===== src/rtl/core/sfc_pkg.sv =====
// Package with the request types, status codes and CRC-8 function of the frame checker.
package sfc_pkg;

    localparam int FRAME_BYTES = 6;
    localparam logic [7:0] CRC_POLY = 8'h31;
    localparam logic [7:0] CRC_INIT = 8'hFF;
    localparam logic [2:0] MAX_ATTEMPTS_RESET = 3'd3;
    localparam logic [2:0] LAST_POS = 3'(FRAME_BYTES - 1);

    typedef enum logic [1:0] {
        KIND_START    = 2'd0,
        KIND_BYTE     = 2'd1,
        KIND_CMD_FAIL = 2'd2,
        KIND_RD_FAIL  = 2'd3
    } kind_t;

    typedef enum logic [1:0] {
        ST_OK   = 2'd0,
        ST_CRC  = 2'd1,
        ST_COMM = 2'd2
    } status_t;

    typedef enum logic [0:0] {
        REG_MAX_ATTEMPTS = 1'b0
    } reg_index_t;

    typedef struct packed {
        kind_t       kind;
        logic [7:0]  data_byte;
    } sfc_in_t;

    typedef struct packed {
        status_t     status;
        logic [15:0] raw_temperature;
        logic [15:0] raw_humidity;
    } sfc_out_t;

    function automatic logic [7:0] crc_feed(input logic [7:0] crc, input logic [7:0] b);
        logic [7:0] c;
        c = crc ^ b;
        for (int k = 0; k < 8; k++)
        begin
            if (c[7])
            begin
                c = (c << 1) ^ CRC_POLY;
            end
            else
            begin
                c = c << 1;
            end
        end
        return c;
    endfunction

endpackage


===== src/rtl/core/sfc_frame.sv =====
// Frame state and result logic: CRC tracking, byte position and attempt counting.
module sfc_frame (
    input  logic              clk,
    input  logic              rst_n,
    input  logic              advance,
    input  sfc_pkg::sfc_in_t  item,
    input  logic [2:0]        max_attempts,
    output logic              res_valid,
    output sfc_pkg::sfc_out_t res
);
    import sfc_pkg::*;

    logic [7:0]  crc_reg,      crc_next;
    logic [2:0]  pos_reg,      pos_next;
    logic [2:0]  attempts_reg, attempts_next;
    logic        open_reg,     open_next;
    logic        bad_reg,      bad_next;
    logic [15:0] temp_reg,     temp_next;
    logic [15:0] hum_reg,      hum_next;
    logic [2:0]  attempts_inc;
    logic [7:0]  crc_fed;

    assign attempts_inc = attempts_reg + 3'd1;
    assign crc_fed = crc_feed(crc_reg, item.data_byte);

    always_comb
    begin
        crc_next = crc_reg;
        pos_next = pos_reg;
        attempts_next = attempts_reg;
        open_next = open_reg;
        bad_next = bad_reg;
        temp_next = temp_reg;
        hum_next = hum_reg;
        res_valid = 1'b0;
        res.status = ST_OK;
        res.raw_temperature = '0;
        res.raw_humidity = '0;
        case (item.kind)
            KIND_START:
            begin
                open_next = 1'b1;
                attempts_next = '0;
                crc_next = CRC_INIT;
                pos_next = '0;
                bad_next = 1'b0;
                temp_next = '0;
                hum_next = '0;
            end
            KIND_CMD_FAIL:
            begin
                open_next = 1'b0;
                attempts_next = '0;
                crc_next = CRC_INIT;
                pos_next = '0;
                bad_next = 1'b0;
                temp_next = '0;
                hum_next = '0;
                res_valid = 1'b1;
                res.status = ST_COMM;
            end
            KIND_RD_FAIL:
            begin
                if (open_reg)
                begin
                    attempts_next = attempts_inc;
                    crc_next = CRC_INIT;
                    pos_next = '0;
                    bad_next = 1'b0;
                    temp_next = '0;
                    hum_next = '0;
                    if (attempts_inc >= max_attempts)
                    begin
                        open_next = 1'b0;
                        attempts_next = '0;
                        res_valid = 1'b1;
                        res.status = ST_COMM;
                    end
                end
            end
            KIND_BYTE:
            begin
                if (open_reg)
                begin
                    pos_next = pos_reg + 3'd1;
                    case (pos_reg)
                        3'd0:
                        begin
                            temp_next = {item.data_byte, 8'h00};
                            crc_next = crc_fed;
                        end
                        3'd1:
                        begin
                            temp_next = {temp_reg[15:8], item.data_byte};
                            crc_next = crc_fed;
                        end
                        3'd2:
                        begin
                            bad_next = (crc_reg != item.data_byte);
                            crc_next = CRC_INIT;
                        end
                        3'd3:
                        begin
                            hum_next = {item.data_byte, 8'h00};
                            crc_next = crc_fed;
                        end
                        3'd4:
                        begin
                            hum_next = {hum_reg[15:8], item.data_byte};
                            crc_next = crc_fed;
                        end
                        default:
                        begin
                            open_next = 1'b0;
                            attempts_next = '0;
                            crc_next = CRC_INIT;
                            pos_next = '0;
                            bad_next = 1'b0;
                            temp_next = '0;
                            hum_next = '0;
                            res_valid = 1'b1;
                            if (bad_reg || (crc_reg != item.data_byte))
                            begin
                                res.status = ST_CRC;
                            end
                            else
                            begin
                                res.status = ST_OK;
                                res.raw_temperature = temp_reg;
                                res.raw_humidity = hum_reg;
                            end
                        end
                    endcase
                    if (pos_reg < LAST_POS && pos_next > LAST_POS)
                    begin
                        pos_next = LAST_POS;
                    end
                end
            end
            default:
            begin
                open_next = open_reg;
            end
        endcase
    end

    always_ff @(posedge clk or negedge rst_n)
    begin
        if (!rst_n)
        begin
            crc_reg <= CRC_INIT;
            pos_reg <= '0;
            attempts_reg <= '0;
            open_reg <= 1'b0;
            bad_reg <= 1'b0;
            temp_reg <= '0;
            hum_reg <= '0;
        end
        else if (advance)
        begin
            crc_reg <= crc_next;
            pos_reg <= pos_next;
            attempts_reg <= attempts_next;
            open_reg <= open_next;
            bad_reg <= bad_next;
            temp_reg <= temp_next;
            hum_reg <= hum_next;
        end
    end

endmodule


===== src/rtl/core/sensor_word_crc_frame_checker_core.sv =====
// Top level of the sensor word CRC frame checker with request registers and config port.
// Each accepted request is registered and is processed once the output register is free
// or not stalled; its result, if any, is then loaded into the output register.
// At most one request is accepted per cycle, and none while in_stall is high.
// Reset is asynchronous and active low: frame state clears, the CRC returns to 0xFF,
// and max_read_attempts returns to 3.
module sensor_word_crc_frame_checker_core (
    input  logic              clk,
    input  logic              rst_n,
    input  logic              in_valid,
    output logic              in_stall,
    input  sfc_pkg::sfc_in_t  in_data,
    output logic              out_valid,
    input  logic              out_stall,
    output sfc_pkg::sfc_out_t out_data,
    input  logic              psel,
    input  logic              penable,
    input  logic              pwrite,
    input  logic [2:0]        paddr,
    input  logic [31:0]       pwdata,
    output logic [31:0]       prdata,
    output logic              pready
);
    import sfc_pkg::*;

    logic       in_valid_reg;
    sfc_in_t    in_item_reg;
    logic       out_valid_reg;
    sfc_out_t   out_data_reg;
    logic [2:0] max_attempts_reg;
    logic       advance;
    logic       accept;
    logic       res_valid;
    sfc_out_t   res;
    logic       reg_hit;

    assign advance = in_valid_reg && (!out_valid_reg || !out_stall);
    assign in_stall = in_valid_reg && !advance;
    assign accept = in_valid && !in_stall;
    assign reg_hit = (paddr[2] == REG_MAX_ATTEMPTS);

    sfc_frame u_frame (
        .clk          (clk),
        .rst_n        (rst_n),
        .advance      (advance),
        .item         (in_item_reg),
        .max_attempts (max_attempts_reg),
        .res_valid    (res_valid),
        .res          (res)
    );

    always_ff @(posedge clk or negedge rst_n)
    begin
        if (!rst_n)
        begin
            in_valid_reg <= 1'b0;
        end
        else if (accept)
        begin
            in_valid_reg <= 1'b1;
        end
        else if (advance)
        begin
            in_valid_reg <= 1'b0;
        end
    end

    always_ff @(posedge clk)
    begin
        if (accept)
        begin
            in_item_reg <= in_data;
        end
    end

    always_ff @(posedge clk or negedge rst_n)
    begin
        if (!rst_n)
        begin
            out_valid_reg <= 1'b0;
        end
        else if (advance)
        begin
            out_valid_reg <= res_valid;
        end
        else if (!out_stall)
        begin
            out_valid_reg <= 1'b0;
        end
    end

    always_ff @(posedge clk)
    begin
        if (advance && res_valid)
        begin
            out_data_reg <= res;
        end
    end

    always_ff @(posedge clk or negedge rst_n)
    begin
        if (!rst_n)
        begin
            max_attempts_reg <= MAX_ATTEMPTS_RESET;
        end
        else if (psel && penable && pwrite && reg_hit)
        begin
            max_attempts_reg <= pwdata[2:0];
        end
    end

    always_comb
    begin
        prdata = '0;
        if (reg_hit)
        begin
            prdata = {29'd0, max_attempts_reg};
        end
    end

    assign pready = 1'b1;
    assign out_valid = out_valid_reg;
    assign out_data = out_data_reg;

endmodule


===== config.mk =====
export PLATFORM = sky130hd
export DESIGN_NAME = sensor_word_crc_frame_checker_core
export DESIGN_NICKNAME = d
export VERILOG_FILES = /design/src/rtl/core/sfc_pkg.sv /design/src/rtl/core/sfc_frame.sv /design/src/rtl/core/sensor_word_crc_frame_checker_core.sv
export SDC_FILE = /design/constraint.sdc
export NUM_CORES = 1
export LEC_CHECK = 0
export BUFFER_PORTS_ARGS = -buffer_cell sky130_fd_sc_hd__buf_2
export CELL_PAD_IN_SITES_DETAIL_PLACEMENT = 0
export CELL_PAD_IN_SITES_GLOBAL_PLACEMENT = 1
export CORE_UTILIZATION = 30
export CTS_CLUSTER_SIZE = 28
export DETAILED_ROUTE_END_ITERATION = 8
export PLACE_DENSITY = 0.6
export SETUP_SLACK_MARGIN = 0.2
export SLEW_MARGIN = 30
export SYNTH_ARGS = -nofsm -noshare
export SYNTH_HDL_FRONTEND = slang
export SYNTH_SLANG_ARGS = --single-unit

===== constraint.sdc =====
create_clock -name clk -period 12.2 [get_ports clk]
set_input_delay 1.83 -clock clk [delete_from_list [all_inputs] [get_ports clk]]
set_output_delay 1.83 -clock clk [all_outputs]
set_load 0.005 [all_outputs]

==> impl_metrics.py <==
metrics = {
    "synthesis": {
        "ys_seq_elements": 97,
        "avgSynthCellArea_um2": 11.3,
        "synth-seq-area-share": 0.583,
        "yosysMostFrequentCell": "nand2_1",
        "synth_edf_count": 44,
        "async_flop_share": 0.546,
        "synthTopCellsByArea": "edfxtp_1, dfrtp_1, nand2_1, dfstp_2, buf_4",
        "netlist-cell-type-count": 51,
        "synth_top_area_frac": 0.290,
        "synth_area_leader_cell": "edfxtp_1",
        "synth_cells": 403,
        "synth_warnings": 0,
        "syn_area_um2": 4560,
        "synth_flop_cell": "edfxtp_1",
        "synthTopCellsByCount": "nand2_1, edfxtp_1, dfrtp_1",
    },
    "cts": {
        "cts_hold_buf": 0,
        "cts_resized": 0,
        "clock_latency_ns": 0.35,
        "htreeDepth": 3,
        "cts_root_buf": "clkbuf_16",
        "cts_tree": "built",
        "numClockSinks": 97,
        "cts_made_buffers": 9,
        "cts_setup_buffers": 0,
        "clk_pin_slew_ns": 0.06,
        "cts_buffer_depth": 2,
    },
    "timing": {
        "setup_tns_ns": 0,
        "report.final.slew_viol_count": 0,
        "fin_skew_ns": 0.00880,
        "hold_viol_final": 0,
        "worstMarginPinSlew_ns": 0.702,
        "slew_headroom": 0.532,
        "rsz0062_at_grt": "no",
        "period_needed_ns": 4.05,
        "finalCritPeriodShare": 0.332,
        "fmax_mhz": 247,
        "setup_viol": 0,
    },
    "placed_design": {
        "place_congestion": 0.785,
        "portBuffers": 59,
        "placed_cell_area_um2": 4930,
        "dp_hpwl_mm": 6.20,
    },
    "critical_path": {
        "required_ns": 10.37,
        "critPathArrivalTime_ns": 2.22,
        "rr_worst_depth": 6,
        "crit_path_start_kind": "primary input",
        "setup.worst_path.start": "out_stall",
        "r2r_slack_ns": 9.55,
        "r2r_end": "out_data[22]",
        "endpoint_kind": "output pin",
        "crit_fanout": 3,
        "crit_type": "in -> out",
        "timing.rr.start": "in_item_reg[2]",
    },
    "cells_and_area": {
        "fin_util": 0.357,
        "drive_gt1_frac": 0.223,
        "num_antenna_cells": 0,
        "fin_area_um2": 5250,
        "areaGrowthSynthToFinish_pct": 15.1,
        "fin_nets": 523,
        "nFillCells": 1473,
        "largest_reg_flops": 34,
    },
    "routing": {
        "num_vias": 2862,
        "drtPass1Iterations": 6,
        "wire_per_inst_um": 13.3,
        "routed_via_density": 4.40,
        "drcViolationCount": 0,
        "drtIter0Drc": 131,
        "drt-total-wl_mm": 8.69,
        "ant_nets": 0,
    },
    "grt": {
        "grt_pass1_wl_mm": 14.6,
        "grt_max_degree": 54,
        "grt_overflow": 0,
        "track_usage": 0.121,
        "grt_antenna_before_repair": 0,
        "first_global_vias": 2850,
    },
    "power_and_ir_drop": {
        "switchingPower_mw": 0.264,
        "comb_power_share": 0.233,
        "p_sw_frac": 0.290,
        "ir_worst_vdd_mv": 0.0779,
        "intPower_mw": 0.646,
        "clkPwrFrac": 0.308,
        "leakagePower_nw": 2.27,
        "p_per_area_nw_per_um2": 173,
        "seqPwrFrac": 0.459,
    },
    "floorplanning": {
        "die_h_um": 125,
        "die_width_um": 125,
        "dieArea_um2": 15700,
        "fp-row-count": 44,
        "core_area_um2": 14700,
        "start_util": 0.310,
        "num_io_pins": 121,
    },
    "flow_run": {
        "max_cap_violations": 0,
    },
    "hold_path": {
        "min_path_cells": 2,
        "hold_start": "u_frame.temp_reg[0]",
        "hp-class": "reg -> reg",
        "hold_path_end": "u_frame.temp_reg[0]",
    },
    "status": {
        "status": "finished clean",
    },
}
[layer usage]
layer / global-route usage / part of all wire / vias up
li1: - / - / 1437
met1: 0.156 / 0.47 / 1336
met4: 0.0452 / 0.015 / 0
met5: 0 / 0 / -
met2: 0.191 / 0.46 / 79
met3: 0.0355 / 0.052 / 10
[cell families (layout without fill, tap and decap cells)]
logic type / after synthesis / after routing / share of synthesized area
xor+xnor: 20 / 20 / 0.0521
flops: 97 / 97 / 0.583
other cells: 2 / 30 / 0.00165
compound gates: 56 / 56 / 0.0763
simple gates: 163 / 163 / 0.178
fa+ha+maj: 9 / 9 / 0.0247
mux: 5 / 5 / 0.0123
buf+inv: 51 / 87 / 0.0722
[critical path, stage by stage]
cell and delay [ns]:
buf_2 0.11, nand3_1 0.11, inv_1 0.05, buf_2 0.12
[layout make-up]
| cell class | count | area, um^2 | area share |
|---|---|---|---|
| well taps | 184 | 230 | 0.0439 |
| repair buffers | 63 | 325 | 0.0620 |
| clock buffers | 10 | 229 | 0.0436 |
| flip-flops and latches | 97 | 2660 | 0.507 |
| inverters | 8 | 30.0 | 0.00572 |
| multi-input cells | 283 | 1710 | 0.325 |
| clock inverters | 6 | 67.6 | 0.0129 |
[how the worst max path moves through the flow]
stage | depth (start not counted) | to
2_1_floorplan | 5 | out_data[0]
3_3_place_gp | 4 | in_stall
3_5_place_dp | 4 | in_stall
4_1_cts | 4 | in_stall
5_1_grt | 4 | in_stall
6_report | 4 | in_stall
[metrics by stage]
step / cells / total power, mW / setup slack, ns / hold WS, ns
final: 651 / 0.910 / 8.15 / 0.461
after global routing: 651 / 0.967 / 8.08 / 0.488
after CTS: 651 / 0.922 / 8.15 / 0.468
after detailed placement: 635 / 0.636 / 8.15 / 0.452
after global placement: 634 / 0.633 / 8.15 / 0.452
after floorplan: 431 / 0.586 / 6.69 / 0.430
[cell usage in the layout, fill, tap and decap left out, types with 10 or more instances in the layout]
cell	instances
dfrtp_1	43
o21ai_0	26
nand2_1	74
edfxtp_1	44
nand3_1	13
and2_1	34
dfstp_2	10
buf_2	59
xnor2_1	10
nor2_1	13
conb_1	30
[power by group through the flow]
stage | Clock [mW] | Sequential (mW) | Combinational, mW
3_5_place_dp | 0 | 0.425 | 0.211
6_report | 0.280 | 0.418 | 0.212
3_3_place_gp | 0 | 0.424 | 0.210
5_1_grt | 0.303 | 0.424 | 0.240
2_1_floorplan | 0 | 0.417 | 0.169
4_1_cts | 0.291 | 0.419 | 0.212
(Power assumes the default switching activity.)
